`src/hw/rtl/rtsf_pkg.sv`:
```
// Shared types, constants and codes for the resistive touch sample filter.
package rtsf_pkg;

	// Default build-time sizes
	localparam int GROUP_SIZE_DEF    = 5;
	localparam int TRIM_EACH_END_DEF = 1;
	localparam int SAMPLE_BITS_DEF   = 12;
	localparam int QUEUE_DEPTH       = 4;

	// Field and port widths
	localparam int SAMPLE_IN_W  = 12;
	localparam int SAMPLE_W_MAX = 16;
	localparam int COORD_W      = 16;
	localparam int AGREE_W      = 12;
	localparam int S_TDATA_W    = 16;
	localparam int M_TDATA_W    = 64;
	localparam int M_TUSER_W    = 3;
	localparam int CFG_IDX_W    = 3;
	localparam int CFG_DATA_W   = 16;
	localparam int Q_FRAC       = 14;

	// Configuration register indexes
	localparam logic [CFG_IDX_W-1:0] REG_RAW_MODE    = 3'd0;
	localparam logic [CFG_IDX_W-1:0] REG_AGREE_RANGE = 3'd1;
	localparam logic [CFG_IDX_W-1:0] REG_X_GAIN      = 3'd2;
	localparam logic [CFG_IDX_W-1:0] REG_X_OFFSET    = 3'd3;
	localparam logic [CFG_IDX_W-1:0] REG_Y_GAIN      = 3'd4;
	localparam logic [CFG_IDX_W-1:0] REG_Y_OFFSET    = 3'd5;

	// Register reset values
	localparam logic [AGREE_W-1:0]        AGREE_RST = 12'd50;
	localparam logic signed [COORD_W-1:0] GAIN_RST  = 16'sd16384;

	localparam logic [COORD_W-1:0] PEN_UP_COORD = 16'hFFFF;

	// Group position within a scan: X, Y, X, Y
	localparam logic [1:0] GRP_FIRST_X  = 2'd0;
	localparam logic [1:0] GRP_FIRST_Y  = 2'd1;
	localparam logic [1:0] GRP_SECOND_X = 2'd2;
	localparam logic [1:0] GRP_LAST     = 2'd3;

	// Job kinds handed from front to back
	localparam logic JOB_SCAN  = 1'b0;
	localparam logic JOB_PENUP = 1'b1;

	// One job: a finished scan or a pen-up event
	typedef struct packed {
		logic                    kind;
		logic                    clr;
		logic [SAMPLE_W_MAX-1:0] fx;
		logic [SAMPLE_W_MAX-1:0] fy;
		logic [SAMPLE_W_MAX-1:0] sx;
		logic [SAMPLE_W_MAX-1:0] sy;
	} rtsf_job_t;

endpackage

```
`src/hw/rtl/rtsf_front.sv`:
```
// Front end: slot tracking, trimmed-mean pipeline per group and job issue.
module rtsf_front #(
	parameter int GROUP_SIZE    = rtsf_pkg::GROUP_SIZE_DEF,
	parameter int TRIM_EACH_END = rtsf_pkg::TRIM_EACH_END_DEF,
	parameter int SAMPLE_BITS   = rtsf_pkg::SAMPLE_BITS_DEF
) (
	input  logic                               clk,
	input  logic                               arst_n,
	input  logic                               in_valid,
	output logic                               in_ready,
	input  logic                               pen_down,
	input  logic [rtsf_pkg::SAMPLE_IN_W-1:0]   sample,
	input  logic                               clear_catch,
	output logic                               job_valid,
	input  logic                               job_ready,
	output rtsf_pkg::rtsf_job_t                job
);
	import rtsf_pkg::*;

	localparam int POS_W   = $clog2(GROUP_SIZE);
	localparam int BUF_N   = GROUP_SIZE - 1;
	localparam int BI_W    = (BUF_N > 1) ? $clog2(BUF_N) : 1;
	localparam int CNT_RAW = GROUP_SIZE - 2 * TRIM_EACH_END;
	localparam int LO      = (CNT_RAW < 1) ? GROUP_SIZE / 2 : TRIM_EACH_END;
	localparam int CNT     = (CNT_RAW < 1) ? 1 : CNT_RAW;
	localparam int RANK_W  = $clog2(GROUP_SIZE + 1);
	localparam int SUM_W   = SAMPLE_BITS + $clog2(GROUP_SIZE);
	localparam int DIV_L   = $clog2(CNT);
	localparam int SH      = SUM_W + DIV_L;
	localparam int RECIP_W = SUM_W + 1;
	localparam int PROD_W  = SUM_W + RECIP_W;
	localparam longint RECIP = ((64'd1 << SH) + CNT - 1) / CNT;
	localparam logic [RECIP_W-1:0] RECIP_V = RECIP_W'(RECIP);

	localparam logic [1:0] TOK_NONE  = 2'd0;
	localparam logic [1:0] TOK_GROUP = 2'd1;
	localparam logic [1:0] TOK_PENUP = 2'd2;

	logic                   en, acc, last, clr_now;
	logic [POS_W-1:0]       pos_q, pos_nxt;
	logic [1:0]             grp_q, grp_nxt;
	logic                   clr_acc_q, clr_acc_nxt;
	logic [1:0]             tok_in;
	logic [SAMPLE_BITS-1:0] samp;
	logic [SAMPLE_BITS-1:0] buf_q [BUF_N];
	logic [SAMPLE_BITS-1:0] vec_in [GROUP_SIZE];

	logic [1:0]             tok_s1, tok_s2, tok_s3, tok_s4;
	logic [1:0]             grp_s1, grp_s2, grp_s3, grp_s4;
	logic                   clr_s1, clr_s2, clr_s3, clr_s4;
	logic [SAMPLE_BITS-1:0] vec_s1 [GROUP_SIZE];
	logic [SAMPLE_BITS-1:0] vec_s2 [GROUP_SIZE];
	logic [GROUP_SIZE-1:0]  keep_c, keep_s2;
	logic [RANK_W-1:0]      rank_c [GROUP_SIZE];
	logic [SUM_W-1:0]       sum_c, sum_s3;
	logic [PROD_W-1:0]      prod_c;
	logic [SAMPLE_BITS-1:0] mean_s4;
	logic [SAMPLE_BITS-1:0] fx_q, fy_q, sx_q;

	// Whole front stalls only when a job is waiting on a full queue
	assign job_valid = (tok_s4 == TOK_PENUP) || ((tok_s4 == TOK_GROUP) && (grp_s4 == GRP_LAST));
	assign en        = !job_valid || job_ready;
	assign in_ready  = en;
	assign acc       = in_valid && en;

	assign samp    = SAMPLE_BITS'(SAMPLE_W_MAX'(sample));
	assign last    = (pos_q == POS_W'(GROUP_SIZE - 1));
	assign clr_now = clr_acc_q | clear_catch;

	// Slot classification
	always_comb begin
		tok_in      = TOK_NONE;
		pos_nxt     = pos_q;
		grp_nxt     = grp_q;
		clr_acc_nxt = clr_now;
		if (!pen_down) begin
			tok_in      = TOK_PENUP;
			pos_nxt     = '0;
			grp_nxt     = '0;
			clr_acc_nxt = 1'b0;
		end else if (last) begin
			tok_in  = TOK_GROUP;
			pos_nxt = '0;
			grp_nxt = grp_q + 2'd1;
			if (grp_q == GRP_LAST) begin
				clr_acc_nxt = 1'b0;
			end
		end else begin
			pos_nxt = pos_q + POS_W'(1);
		end
	end

	// Group vector: stored samples plus the one arriving now
	always_comb begin
		for (int i = 0; i < BUF_N; i++) begin
			vec_in[i] = buf_q[i];
		end
		vec_in[GROUP_SIZE-1] = samp;
	end

	// Rank of each element, ties broken by slot order
	always_comb begin
		for (int i = 0; i < GROUP_SIZE; i++) begin
			rank_c[i] = '0;
			for (int j = 0; j < GROUP_SIZE; j++) begin
				if (j != i) begin
					if ((vec_s1[j] < vec_s1[i]) || ((vec_s1[j] == vec_s1[i]) && (j < i))) begin
						rank_c[i] = rank_c[i] + RANK_W'(1);
					end
				end
			end
			keep_c[i] = (rank_c[i] >= RANK_W'(LO)) && (rank_c[i] < RANK_W'(LO + CNT));
		end
	end

	// Sum of the kept middle elements
	always_comb begin
		sum_c = '0;
		for (int i = 0; i < GROUP_SIZE; i++) begin
			if (keep_s2[i]) begin
				sum_c = sum_c + SUM_W'(vec_s2[i]);
			end
		end
	end

	// Floor divide by the kept count via reciprocal
	assign prod_c = PROD_W'(sum_s3) * PROD_W'(RECIP_V);

	// Control registers
	always_ff @(posedge clk or negedge arst_n) begin
		if (!arst_n) begin
			pos_q     <= '0;
			grp_q     <= '0;
			clr_acc_q <= 1'b0;
			tok_s1    <= TOK_NONE;
			tok_s2    <= TOK_NONE;
			tok_s3    <= TOK_NONE;
			tok_s4    <= TOK_NONE;
		end else if (en) begin
			tok_s1 <= acc ? tok_in : TOK_NONE;
			tok_s2 <= tok_s1;
			tok_s3 <= tok_s2;
			tok_s4 <= tok_s3;
			if (acc) begin
				pos_q     <= pos_nxt;
				grp_q     <= grp_nxt;
				clr_acc_q <= clr_acc_nxt;
			end
		end
	end

	// Payload registers
	always_ff @(posedge clk) begin
		if (en) begin
			if (acc && pen_down && !last) begin
				buf_q[pos_q[BI_W-1:0]] <= samp;
			end
			grp_s1  <= grp_q;
			clr_s1  <= clr_now;
			vec_s1  <= vec_in;
			grp_s2  <= grp_s1;
			clr_s2  <= clr_s1;
			vec_s2  <= vec_s1;
			keep_s2 <= keep_c;
			grp_s3  <= grp_s2;
			clr_s3  <= clr_s2;
			sum_s3  <= sum_c;
			grp_s4  <= grp_s3;
			clr_s4  <= clr_s3;
			mean_s4 <= prod_c[SH +: SAMPLE_BITS];
			if (tok_s4 == TOK_GROUP) begin
				case (grp_s4)
					GRP_FIRST_X:  fx_q <= mean_s4;
					GRP_FIRST_Y:  fy_q <= mean_s4;
					GRP_SECOND_X: sx_q <= mean_s4;
					default: ;
				endcase
			end
		end
	end

	// Job word
	always_comb begin
		job      = '0;
		job.kind = (tok_s4 == TOK_PENUP) ? JOB_PENUP : JOB_SCAN;
		job.clr  = clr_s4;
		job.fx   = SAMPLE_W_MAX'(fx_q);
		job.fy   = SAMPLE_W_MAX'(fy_q);
		job.sx   = SAMPLE_W_MAX'(sx_q);
		job.sy   = SAMPLE_W_MAX'(mean_s4);
	end

`ifndef SYNTH
	// slot position never passes the end of a group
	a_pos_bound: assert property (@(posedge clk) disable iff (!arst_n)
		pos_q <= POS_W'(GROUP_SIZE - 1))
		else $error("group slot position out of range");

	// a pen-up word leaves the group counters at the scan start
	a_penup_restart: assert property (@(posedge clk) disable iff (!arst_n)
		(acc && !pen_down) |=> (pos_q == '0) && (grp_q == '0) && (tok_s1 == TOK_PENUP))
		else $error("pen-up did not restart the scan");
`endif

endmodule

```
`src/hw/rtl/rtsf_queue.sv`:
```
// Short job queue between front and back.
module rtsf_queue #(
	parameter int DEPTH = rtsf_pkg::QUEUE_DEPTH
) (
	input  logic                clk,
	input  logic                arst_n,
	input  logic                push_valid,
	output logic                push_ready,
	input  rtsf_pkg::rtsf_job_t push_job,
	output logic                pop_valid,
	input  logic                pop_ready,
	output rtsf_pkg::rtsf_job_t pop_job
);
	import rtsf_pkg::*;

	localparam int PTR_W = (DEPTH > 1) ? $clog2(DEPTH) : 1;
	localparam int CNT_W = $clog2(DEPTH + 1);

	rtsf_job_t        mem_q [DEPTH];
	logic [PTR_W-1:0] wr_q, rd_q;
	logic [CNT_W-1:0] cnt_q;
	logic             push, pop;

	assign push_ready = (cnt_q != CNT_W'(DEPTH));
	assign pop_valid  = (cnt_q != '0);
	assign push       = push_valid && push_ready;
	assign pop        = pop_valid && pop_ready;
	assign pop_job    = mem_q[rd_q];

	// Pointers and fill count
	always_ff @(posedge clk or negedge arst_n) begin
		if (!arst_n) begin
			wr_q  <= '0;
			rd_q  <= '0;
			cnt_q <= '0;
		end else begin
			if (push) begin
				wr_q <= (wr_q == PTR_W'(DEPTH - 1)) ? '0 : wr_q + PTR_W'(1);
			end
			if (pop) begin
				rd_q <= (rd_q == PTR_W'(DEPTH - 1)) ? '0 : rd_q + PTR_W'(1);
			end
			if (push && !pop) begin
				cnt_q <= cnt_q + CNT_W'(1);
			end else if (pop && !push) begin
				cnt_q <= cnt_q - CNT_W'(1);
			end
		end
	end

	// Storage
	always_ff @(posedge clk) begin
		if (push) begin
			mem_q[wr_q] <= push_job;
		end
	end

`ifndef SYNTH
	// fill count stays within the depth
	a_cnt_bound: assert property (@(posedge clk) disable iff (!arst_n)
		cnt_q <= CNT_W'(DEPTH))
		else $error("queue fill count overflow");

	// pointers meet whenever the queue is empty or full
	a_ptr_gap: assert property (@(posedge clk) disable iff (!arst_n)
		(cnt_q == '0 || cnt_q == CNT_W'(DEPTH)) |-> (wr_q == rd_q))
		else $error("queue pointers disagree with fill count");
`endif

endmodule

```
`src/hw/rtl/rtsf_back.sv`:
```
// Back end: agreement check, averaging, gain/offset scaling and touch state.
module rtsf_back #(
	parameter int SAMPLE_BITS = rtsf_pkg::SAMPLE_BITS_DEF
) (
	input  logic                              clk,
	input  logic                              arst_n,
	input  logic                              cfg_valid,
	input  logic [rtsf_pkg::CFG_IDX_W-1:0]    cfg_index,
	input  logic [rtsf_pkg::CFG_DATA_W-1:0]   cfg_data,
	input  logic                              job_valid,
	output logic                              job_ready,
	input  rtsf_pkg::rtsf_job_t               job,
	output logic                              out_valid,
	input  logic                              out_ready,
	output logic [rtsf_pkg::COORD_W-1:0]      pos_x,
	output logic [rtsf_pkg::COORD_W-1:0]      pos_y,
	output logic [rtsf_pkg::COORD_W-1:0]      start_x,
	output logic [rtsf_pkg::COORD_W-1:0]      start_y,
	output logic                              pressed,
	output logic                              caught,
	output logic                              reading_ok
);
	import rtsf_pkg::*;

	localparam int PW  = COORD_W + SAMPLE_BITS + 1;
	localparam int TW  = ((PW > COORD_W + Q_FRAC) ? PW : COORD_W + Q_FRAC) + 1;
	localparam int QW  = TW - Q_FRAC;

	logic                         raw_q;
	logic [AGREE_W-1:0]           agree_q;
	logic signed [COORD_W-1:0]    xg_q, xo_q, yg_q, yo_q;

	logic                         ben;
	logic [SAMPLE_BITS-1:0]       fx, fy, sx, sy, dx, dy;
	logic [SAMPLE_BITS:0]         sumx, sumy;
	logic                         ok_c;

	logic                         valid_s1, kind_s1, clr_s1, ok_s1;
	logic [SAMPLE_BITS-1:0]       ax_s1, ay_s1;
	logic                         valid_s2, kind_s2, clr_s2, ok_s2;
	logic [SAMPLE_BITS-1:0]       ax_s2, ay_s2;
	logic signed [PW-1:0]         px_s2, py_s2;

	logic                         pressed_q, catch_q, ok_q;
	logic [COORD_W-1:0]           cur_x_q, cur_y_q, first_x_q, first_y_q;
	logic                         pressed_n, catch_n, ok_n;
	logic [COORD_W-1:0]           cur_x_n, cur_y_n, first_x_n, first_y_n;
	logic [COORD_W-1:0]           cx, cy;
	logic                         out_valid_q;

	// floor((p + off * 2^14) / 2^14), clamped to the coordinate range
	function automatic logic [COORD_W-1:0] scale_fn(input logic signed [PW-1:0] p,
			input logic signed [COORD_W-1:0] off);
		logic signed [TW-1:0] t;
		logic [QW-1:0]        q;
		logic [COORD_W-1:0]   r;
		t = TW'(p) + (TW'(off) <<< Q_FRAC);
		q = t[TW-1:Q_FRAC];
		if (t[TW-1]) begin
			r = '0;
		end else if (|q[QW-1:COORD_W]) begin
			r = '1;
		end else begin
			r = q[COORD_W-1:0];
		end
		return r;
	endfunction

	// Result slot free or being emptied
	assign ben       = !out_valid_q || out_ready;
	assign job_ready = ben;

	// Configuration registers
	always_ff @(posedge clk or negedge arst_n) begin
		if (!arst_n) begin
			raw_q   <= 1'b0;
			agree_q <= AGREE_RST;
			xg_q    <= GAIN_RST;
			xo_q    <= '0;
			yg_q    <= GAIN_RST;
			yo_q    <= '0;
		end else if (cfg_valid) begin
			case (cfg_index)
				REG_RAW_MODE:    raw_q   <= cfg_data[0];
				REG_AGREE_RANGE: agree_q <= cfg_data[AGREE_W-1:0];
				REG_X_GAIN:      xg_q    <= $signed(cfg_data);
				REG_X_OFFSET:    xo_q    <= $signed(cfg_data);
				REG_Y_GAIN:      yg_q    <= $signed(cfg_data);
				REG_Y_OFFSET:    yo_q    <= $signed(cfg_data);
				default: ;
			endcase
		end
	end

	// Stage 1: agreement and pair average
	assign fx   = job.fx[SAMPLE_BITS-1:0];
	assign fy   = job.fy[SAMPLE_BITS-1:0];
	assign sx   = job.sx[SAMPLE_BITS-1:0];
	assign sy   = job.sy[SAMPLE_BITS-1:0];
	assign dx   = (fx >= sx) ? fx - sx : sx - fx;
	assign dy   = (fy >= sy) ? fy - sy : sy - fy;
	assign sumx = {1'b0, fx} + {1'b0, sx};
	assign sumy = {1'b0, fy} + {1'b0, sy};
	assign ok_c = (SAMPLE_W_MAX'(dx) < SAMPLE_W_MAX'(agree_q))
		&& (SAMPLE_W_MAX'(dy) < SAMPLE_W_MAX'(agree_q));

	// Stage 3: new touch state, which is also the result word
	always_comb begin
		cx        = raw_q ? COORD_W'(ax_s2) : scale_fn(px_s2, xo_q);
		cy        = raw_q ? COORD_W'(ay_s2) : scale_fn(py_s2, yo_q);
		pressed_n = pressed_q;
		catch_n   = catch_q & ~clr_s2;
		cur_x_n   = cur_x_q;
		cur_y_n   = cur_y_q;
		first_x_n = first_x_q;
		first_y_n = first_y_q;
		ok_n      = 1'b0;
		if (kind_s2 == JOB_SCAN) begin
			if (ok_s2) begin
				cur_x_n = cx;
				cur_y_n = cy;
				ok_n    = 1'b1;
			end
			if (!pressed_q) begin
				pressed_n = 1'b1;
				catch_n   = 1'b1;
				first_x_n = cur_x_n;
				first_y_n = cur_y_n;
			end
		end else begin
			if (pressed_q) begin
				pressed_n = 1'b0;
			end else begin
				first_x_n = '0;
				first_y_n = '0;
				cur_x_n   = PEN_UP_COORD;
				cur_y_n   = PEN_UP_COORD;
			end
		end
	end

	// Control and state registers
	always_ff @(posedge clk or negedge arst_n) begin
		if (!arst_n) begin
			valid_s1    <= 1'b0;
			valid_s2    <= 1'b0;
			out_valid_q <= 1'b0;
			pressed_q   <= 1'b0;
			catch_q     <= 1'b0;
			ok_q        <= 1'b0;
			cur_x_q     <= '0;
			cur_y_q     <= '0;
			first_x_q   <= '0;
			first_y_q   <= '0;
		end else if (ben) begin
			valid_s1    <= job_valid;
			valid_s2    <= valid_s1;
			out_valid_q <= valid_s2;
			if (valid_s2) begin
				pressed_q <= pressed_n;
				catch_q   <= catch_n;
				ok_q      <= ok_n;
				cur_x_q   <= cur_x_n;
				cur_y_q   <= cur_y_n;
				first_x_q <= first_x_n;
				first_y_q <= first_y_n;
			end
		end
	end

	// Payload stages, multiply registered before the offset add
	always_ff @(posedge clk) begin
		if (ben) begin
			kind_s1 <= job.kind;
			clr_s1  <= job.clr;
			ok_s1   <= ok_c;
			ax_s1   <= sumx[SAMPLE_BITS:1];
			ay_s1   <= sumy[SAMPLE_BITS:1];
			kind_s2 <= kind_s1;
			clr_s2  <= clr_s1;
			ok_s2   <= ok_s1;
			ax_s2   <= ax_s1;
			ay_s2   <= ay_s1;
			px_s2   <= PW'(xg_q) * PW'($signed({1'b0, ax_s1}));
			py_s2   <= PW'(yg_q) * PW'($signed({1'b0, ay_s1}));
		end
	end

	assign out_valid  = out_valid_q;
	assign pos_x      = cur_x_q;
	assign pos_y      = cur_y_q;
	assign start_x    = first_x_q;
	assign start_y    = first_y_q;
	assign pressed    = pressed_q;
	assign caught     = catch_q;
	assign reading_ok = ok_q;

`ifndef SYNTH
	// an agreed reading is only ever reported with the pen held
	a_ok_pressed: assert property (@(posedge clk) disable iff (!arst_n)
		(out_valid_q && ok_q) |-> pressed_q)
		else $error("reading_ok without pressed");

	// catch flag only sets together with a new press
	a_catch_rise: assert property (@(posedge clk) disable iff (!arst_n)
		$rose(catch_q) |-> $rose(pressed_q))
		else $error("catch set without a new press");

	// pen-up coordinates always come with a cleared start position
	a_penup_start: assert property (@(posedge clk) disable iff (!arst_n)
		(out_valid_q && !pressed_q && (cur_x_q == PEN_UP_COORD) && !ok_q
			&& (cur_y_q == PEN_UP_COORD) && $changed(cur_x_q))
		|-> (first_x_q == '0) && (first_y_q == '0))
		else $error("pen-up position with stale start");
`endif

endmodule

```
`src/hw/rtl/resistive_touch_sample_filter.sv`:
```
// Top level of the resistive touch sample filter: front, job queue and back.
// Takes one sample word per cycle unless stalled; with the pen down the words run
// X x GROUP_SIZE, Y x GROUP_SIZE, X x GROUP_SIZE, Y x GROUP_SIZE, and each group gives a
// trimmed mean (rank compare, masked sum, reciprocal multiply over four front stages).
// A result word comes out for every pen-up word and for every completed scan; other
// words give none. The sustained rate is one input word per cycle, set by the front
// pipeline; a four-entry job queue and a three-stage back end (agreement check,
// one 16-bit gain multiply per axis, offset add with clamp) let the result side stall
// on its own, and the input stalls only once that queue is full. Configuration writes
// are always taken (cfg_ready is tied high) and must be made while the block is idle.
module resistive_touch_sample_filter #(
	parameter int GROUP_SIZE    = rtsf_pkg::GROUP_SIZE_DEF,
	parameter int TRIM_EACH_END = rtsf_pkg::TRIM_EACH_END_DEF,
	parameter int SAMPLE_BITS   = rtsf_pkg::SAMPLE_BITS_DEF
) (
	input  logic                               clk,
	input  logic                               arst_n,
	input  logic                               s_tvalid,
	output logic                               s_tready,
	input  logic [rtsf_pkg::S_TDATA_W-1:0]     s_tdata,   // sample[11:0], clear_catch[12], zero pad
	input  logic [0:0]                         s_tuser,   // pen_down[0]
	output logic                               m_tvalid,
	input  logic                               m_tready,
	output logic [rtsf_pkg::M_TDATA_W-1:0]     m_tdata,   // pos_x, pos_y, start_x, start_y
	output logic [rtsf_pkg::M_TUSER_W-1:0]     m_tuser,   // pressed[0], caught[1], reading_ok[2]
	input  logic                               cfg_valid,
	output logic                               cfg_ready,
	input  logic [rtsf_pkg::CFG_IDX_W-1:0]     cfg_index,
	input  logic [rtsf_pkg::CFG_DATA_W-1:0]    cfg_data
);
	import rtsf_pkg::*;

	rtsf_job_t          fr_job, q_job;
	logic               fr_valid, fr_ready, q_valid, q_ready;
	logic [COORD_W-1:0] pos_x, pos_y, start_x, start_y;
	logic               pressed, caught, reading_ok;

	assign cfg_ready = 1'b1;

	rtsf_front #(
		.GROUP_SIZE    (GROUP_SIZE),
		.TRIM_EACH_END (TRIM_EACH_END),
		.SAMPLE_BITS   (SAMPLE_BITS)
	) u_front (
		.clk         (clk),
		.arst_n      (arst_n),
		.in_valid    (s_tvalid),
		.in_ready    (s_tready),
		.pen_down    (s_tuser[0]),
		.sample      (s_tdata[SAMPLE_IN_W-1:0]),
		.clear_catch (s_tdata[SAMPLE_IN_W]),
		.job_valid   (fr_valid),
		.job_ready   (fr_ready),
		.job         (fr_job)
	);

	rtsf_queue #(
		.DEPTH (QUEUE_DEPTH)
	) u_queue (
		.clk        (clk),
		.arst_n     (arst_n),
		.push_valid (fr_valid),
		.push_ready (fr_ready),
		.push_job   (fr_job),
		.pop_valid  (q_valid),
		.pop_ready  (q_ready),
		.pop_job    (q_job)
	);

	rtsf_back #(
		.SAMPLE_BITS (SAMPLE_BITS)
	) u_back (
		.clk        (clk),
		.arst_n     (arst_n),
		.cfg_valid  (cfg_valid),
		.cfg_index  (cfg_index),
		.cfg_data   (cfg_data),
		.job_valid  (q_valid),
		.job_ready  (q_ready),
		.job        (q_job),
		.out_valid  (m_tvalid),
		.out_ready  (m_tready),
		.pos_x      (pos_x),
		.pos_y      (pos_y),
		.start_x    (start_x),
		.start_y    (start_y),
		.pressed    (pressed),
		.caught     (caught),
		.reading_ok (reading_ok)
	);

	assign m_tdata = {start_y, start_x, pos_y, pos_x};
	assign m_tuser = {reading_ok, caught, pressed};

endmodule
```
`config.mk`:
```
export PLATFORM = sky130hd
export DESIGN_NAME = resistive_touch_sample_filter
export DESIGN_NICKNAME = d
export VERILOG_FILES = /design/src/hw/rtl/rtsf_pkg.sv /design/src/hw/rtl/rtsf_front.sv /design/src/hw/rtl/rtsf_queue.sv /design/src/hw/rtl/rtsf_back.sv /design/src/hw/rtl/resistive_touch_sample_filter.sv
export SDC_FILE = /design/constraint.sdc
export NUM_CORES = 2
export LEC_CHECK = 0
export BUFFER_PORTS_ARGS = -buffer_cell sky130_fd_sc_hd__buf_4
export CAP_MARGIN = 5
export CORE_UTILIZATION = 50
export CTS_CLUSTER_SIZE = 12
export DETAILED_ROUTE_END_ITERATION = 16
export GPL_ROUTABILITY_DRIVEN = 0
export PLACE_DENSITY = 0.66
export SLEW_MARGIN = 20
export SYNTH_ARGS = -nofsm -noshare
export SYNTH_HDL_FRONTEND = slang
export SYNTH_HIERARCHICAL = 1
export SYNTH_SLANG_ARGS = --single-unit
```
`constraint.sdc`:
```
create_clock -name clk -period 12.4 [get_ports clk]
set_input_delay 2.48 -clock clk [delete_from_list [all_inputs] [get_ports clk]]
set_output_delay 2.48 -clock clk [all_outputs]
set_load 0.01 [all_outputs]
```
== Word-level counts from Yosys, hierarchy flattened ==
Memory sizes are Yosys's and may differ from the RTL's. A register that Yosys moved wholly into a read port is not among the register bits.
Index checks and enable logic that the tools add are counted.
Operators by class
  order comparisons: 34
  multipliers: 3
  shifts and indexed selects: 0
  divide/modulo/power cells: 0
  $add $sub $neg: 33
  muxes and demuxes: 66
  eq/ne operators: 27
  bitwise gates (word level): 4
  reduce and logical (&&, ||, !) cells: 50
Operators by type and width (number)
  $lt 12x12->1: 22
  $mux 16: 14
  $eq 12x12->1: 10
  $add 29x30->31: 2
  $mux 15: 4
  $mul 16x13->29: 2
  $mux 3: 19
  $sub 12x12->12: 4
  $add 15x12->15: 3
  $add 12x12->13: 3
  $add 3x1->3 const B: 12
  $mux 12: 3
  $mul 15x16->29 const B: 1
  $ge 12x12->1: 2
  $mux 1: 20
  $reduce_and 3->1: 6
  $reduce_and 2->1: 8
  $ge 3x1->1 const B: 5
  $lt 3x3->1 const B: 5
  $logic_and 1x1->1: 14
  $logic_or 1x1->1: 13
  $eq 2x2->1 const B: 6
  $mux 2: 6
  $add 1x1->2 const B: 5
  17 further kinds: 28
Word-level totals
  bits in latches: 0
  flip-flop bits (word level): 432
  input bits: 41
  bits in read-only memories: 0
  output and inout bits: 70
  memories kept: 2
  logic and storage cells: 277
  bits in writable memories: 248
Memories
  u_queue.mem_q: words 4, width 50, read ports 1, clocked after Yosys merged registers in 0, wr ports 1, line rtsf_queue.sv:19  | rtsf_job_t mem_q [DEPTH];
  u_front.buf_q: words 4, width 12, read ports 4, clocked after Yosys merged registers in 4, wr ports 1, line rtsf_front.sv:45  | logic [SAMPLE_BITS-1:0] buf_q [BUF_N];

== Logic depth before layout (Yosys ltp) ==
  depth in word-level cells: 11
  mapped depth: 35
  mapped depth without buffers: 33

== Modules after synthesis ==
Netlist, hierarchy kept.
By module, submodules not included
  rtsf_back: area an instance 26889.5 µm², cells an instance 2750, sequential area each 6207.2 µm², instances 1
  rtsf_front: area an instance 17951.0 µm², cells an instance 1498, sequential area each 7797.5 µm², instances 1
  rtsf_queue: area an instance 9972.1 µm², cells an instance 382, sequential area each 8102.8 µm², instances 1
  resistive_touch_sample_filter: area an instance 33.8 µm², cells an instance 5, sequential area each 0.0 µm², instances 1

== Worst setup path before layout ==
No wires, ideal clock.
  path type: flip-flop to flip-flop
  start: register u_front.keep_s2[0]
  end: register u_front.sum_s3[13], data pin
  setup slack: 5.349 ns
  clock period less this slack: 7.051 ns
  cell stages (with the launch flop): 34
  data required time: 12.141 ns
  setup time: 0.259 ns
  arrival: 6.793 ns
  path buffers: 2
  cells stage by stage: edfxtp_1 -> buf_2 -> clkbuf_1 -> nand2_1 -> inv_1 -> ha_1 -> a21o_1 -> maj3_2 -> maj3_1 -> nand3_1 -> nand3b_1 -> and4_1 -> or2_2 -> ha_1 -> or2_2 -> a21oi_1 -> a21oi_1 -> a21oi_1 -> xnor2_1 -> mux2_2 -> ha_1 -> a21oi_1 -> o22ai_1 -> or3_1 -> a21oi_1 -> xnor2_1 -> mux2_2 -> ha_1 -> or2_2 -> o311ai_0 -> nor3_1 -> o21ai_0 -> nand4_1 -> xnor2_1
On the way
  cells in the longest elaborated chain, start to end: 9
Ends and longest elaborated chain
  start, declared: line rtsf_front.sv:53  | logic [GROUP_SIZE-1:0] keep_c, keep_s2;
  start signal, assigned: line rtsf_front.sv:164  | keep_s2 <= keep_c;
  $mux 12 (*): line rtsf_front.sv:120  | if (keep_s2[i]) begin
  $add 12x12->13: line rtsf_front.sv:121  | sum_c = sum_c + SUM_W'(vec_s2[i]);
  $mux 15 (*): line rtsf_front.sv:120
  $add 15x12->15: line rtsf_front.sv:121
  $mux 15 (*): line rtsf_front.sv:120
  $add 15x12->15: line rtsf_front.sv:121
  $mux 15 (*): line rtsf_front.sv:120
  $add 15x12->15: line rtsf_front.sv:121
  $mux 15 (*): line rtsf_front.sv:120
  named net u_front.sum_c[13]: line rtsf_front.sv:55  | logic [SUM_W-1:0] sum_c, sum_s3;
  end signal, assigned: line rtsf_front.sv:167  | sum_s3 <= sum_c;
  end, declared: line rtsf_front.sv:55
Mark *: on every way through the listed nets, which the timed path passes. The rest lies on a longest branch.
A chain may end at the register's enable or synchronous reset.

== Worst setup path in the final report ==
Ends and elaborated chain as after synthesis.

==> impl_metrics.env <==
export IMPL_status="completed"
export IMPL_finalHoldViolCount=0
export IMPL_ios=111
export IMPL_cts_resized_gates=0
export IMPL_end_kind="flop"
export IMPL_worstHoldStart="u_front/buf_q[3][5]"
export IMPL_tritoncts="built"
export IMPL_cpMostUsedCell="a21oi_1"
export IMPL_required_ns=12.80
export IMPL_syn_nets=5549
export IMPL_worst_r2r_path_depth=31
export IMPL_clock_fmax_ghz=0.131
export IMPL_drtPass1Iterations=5
export IMPL_crit_fanout=23
export IMPL_die_w_um=326
export IMPL_final_cell_mix="inv_1, ha_1, edfxtp_1"
export IMPL_cts_root_buf="clkbuf_16"
export IMPL_worst_pin_slew_ns=1.06
export IMPL_numCtsBuffers=78
export IMPL_hold_path_end="u_front/vec_s1[17]"
export IMPL_cts_setup_buffers=0
export IMPL_layout_drive_gt1_share_pct=9.76
export IMPL_timing_rr_end="u_front/sum_s3[13]"
export IMPL_r2r_start="u_front/keep_s2[0]"
export IMPL_maxCapViolCount=0
export IMPL_io_buffers=106
export IMPL_cp_data_arrival_time_ns=8.05
export IMPL_row_count=118
export IMPL_grtUsageTotal_pct=21.6
export IMPL_period_share_pct=61.7
export IMPL_clockBufferDepth=3
export IMPL_floorplan_initialDensity_pct=50.5
export IMPL_first_iter_violations=2242
export IMPL_die_height_um=326
export IMPL_antenna_found_initial=0
export IMPL_insertion_delay_ns=0.65
export IMPL_min_period_ns=7.65
export IMPL_finalSetupTns_ns=0
export IMPL_final_common_cell="inv_1"
export IMPL_syn_avg_cell_area_um2=11.6
export IMPL_crit_type="flop to flop"
export IMPL_max_slew_margin_pct=28.9
export IMPL_setup_viol=0
export IMPL_dp_final_hpwl_um=84900
export IMPL_ant_nets=0
export IMPL_areaGrowthSynthToFinish_pct=8.87
export IMPL_slowest_delay_ns=0.71
export IMPL_grt_pass1_wl_um=182000
export IMPL_dieArea_um2=106000
export IMPL_clock_skew_ns=0.0238
export IMPL_holdPathStages=0
export IMPL_synth_area_um2=52400
export IMPL_finalMaxSlewViolations=0
export IMPL_startpoint_type="flop"
export IMPL_vias=32760
export IMPL_routedWlPerCell_um=18.5
export IMPL_syn_inst=4538
export IMPL_vias_per_cell=5.42
export IMPL_grt_pass1_vias=33816
export IMPL_overflow=0
export IMPL_drc=0
export IMPL_cts_num_sinks=700
export IMPL_ctsHoldBuffers=0
export IMPL_cts_reportedPaths_clkPinSlew_ns=0.06
export IMPL_reg2reg_slack_ns=4.75
export IMPL_core_region_area_um2=104000
export IMPL_htreeDepth=3
export IMPL_crit_slowest_cell="o311ai_0"
export IMPL_grt_max_degree=74
export IMPL_hold_class="flop to flop"
export IMPL_layout_nets=5620
export IMPL_drt_total_wl_um=112000
export IMPL_rsz0062_at_grt="no"
export IMPL_ys_warn_count=6
==> critical path: cells and delay by family (launching register included) <==
kind	cells	cell delay, ns
and+or+nand+nor	8	1.44
xor gates and xnor gates	3	0.50
AOI/OAI and AO/OA	10	2.08
muxes	3	0.75
adders and majority gates	6	2.03
DFF	1	0.36
buffers and inverters	1	0.22
==> per-stage QoR <==
step                      util, %  std cells  hold slack, ns  setup WS [ns]  area, um^2
final                        55.0       6044           0.408           4.75       57100
after global routing         55.0       6043           0.420           4.11       57100
after CTS                    55.0       6042           0.405           4.71       57100
after detailed placement     52.6       5908           0.405           4.74       54600
after global placement       52.6       5908           0.401           4.88       54600
after floorplan                 -       4538           0.400           5.35       52400
==> sequential cells by signal, indices dropped and copies added (netlist names), 15 cells and up <==
register,cells
u_queue/mem_q,200
u_front/vec_s1,60
u_front/vec_s2,60
u_front/buf_q,48
u_back/pos_x,16
u_back/pos_y,16
u_back/start_x,16
u_back/start_y,16
u_back/xg_q,16
u_back/xo_q,16
u_back/yg_q,16
u_back/yo_q,16
u_back/px_s2,15
u_back/py_s2,15
u_front/sum_s3,15
==> worst max path at each step <==
stage / from / endpoint / slack [ns] / cells past startpoint
after floorplan: u_front/keep_s2[0] / u_front/sum_s3[13] / 5.35 / 33
after global placement: u_front/keep_s2[0] / u_front/sum_s3[13] / 4.88 / 31
after detailed placement: u_front/keep_s2[0] / u_front/sum_s3[13] / 4.74 / 31
after CTS: u_front/keep_s2[0] / u_front/sum_s3[13] / 4.71 / 31
after global routing: u_front/keep_s2[0] / u_front/sum_s3[13] / 4.11 / 31
final: u_front/keep_s2[0] / u_front/sum_s3[13] / 4.75 / 31
==> final cells by class <==
type,count,area [um^2]
clock inverter,34,363
multi-input combinational,2934,28800
timing repair buffer,132,1010
clock buffer,100,2140
tap,1380,1730
antenna,1,2.50
sequential,700,20200
fill,8792,46700
inverter,763,2870
==> metal layers <==
layer	GRT usage, %	wire [um]	part of all wire [%]
met1	29.8	50800	45
met2	35.9	53600	48
met5	0	0	0
met3	3.08	4890	4.4
met4	5.85	2750	2.5
Power is not shown: default switching activity piles up to over one toggle a cycle in this logic, so the estimate is an artifact.
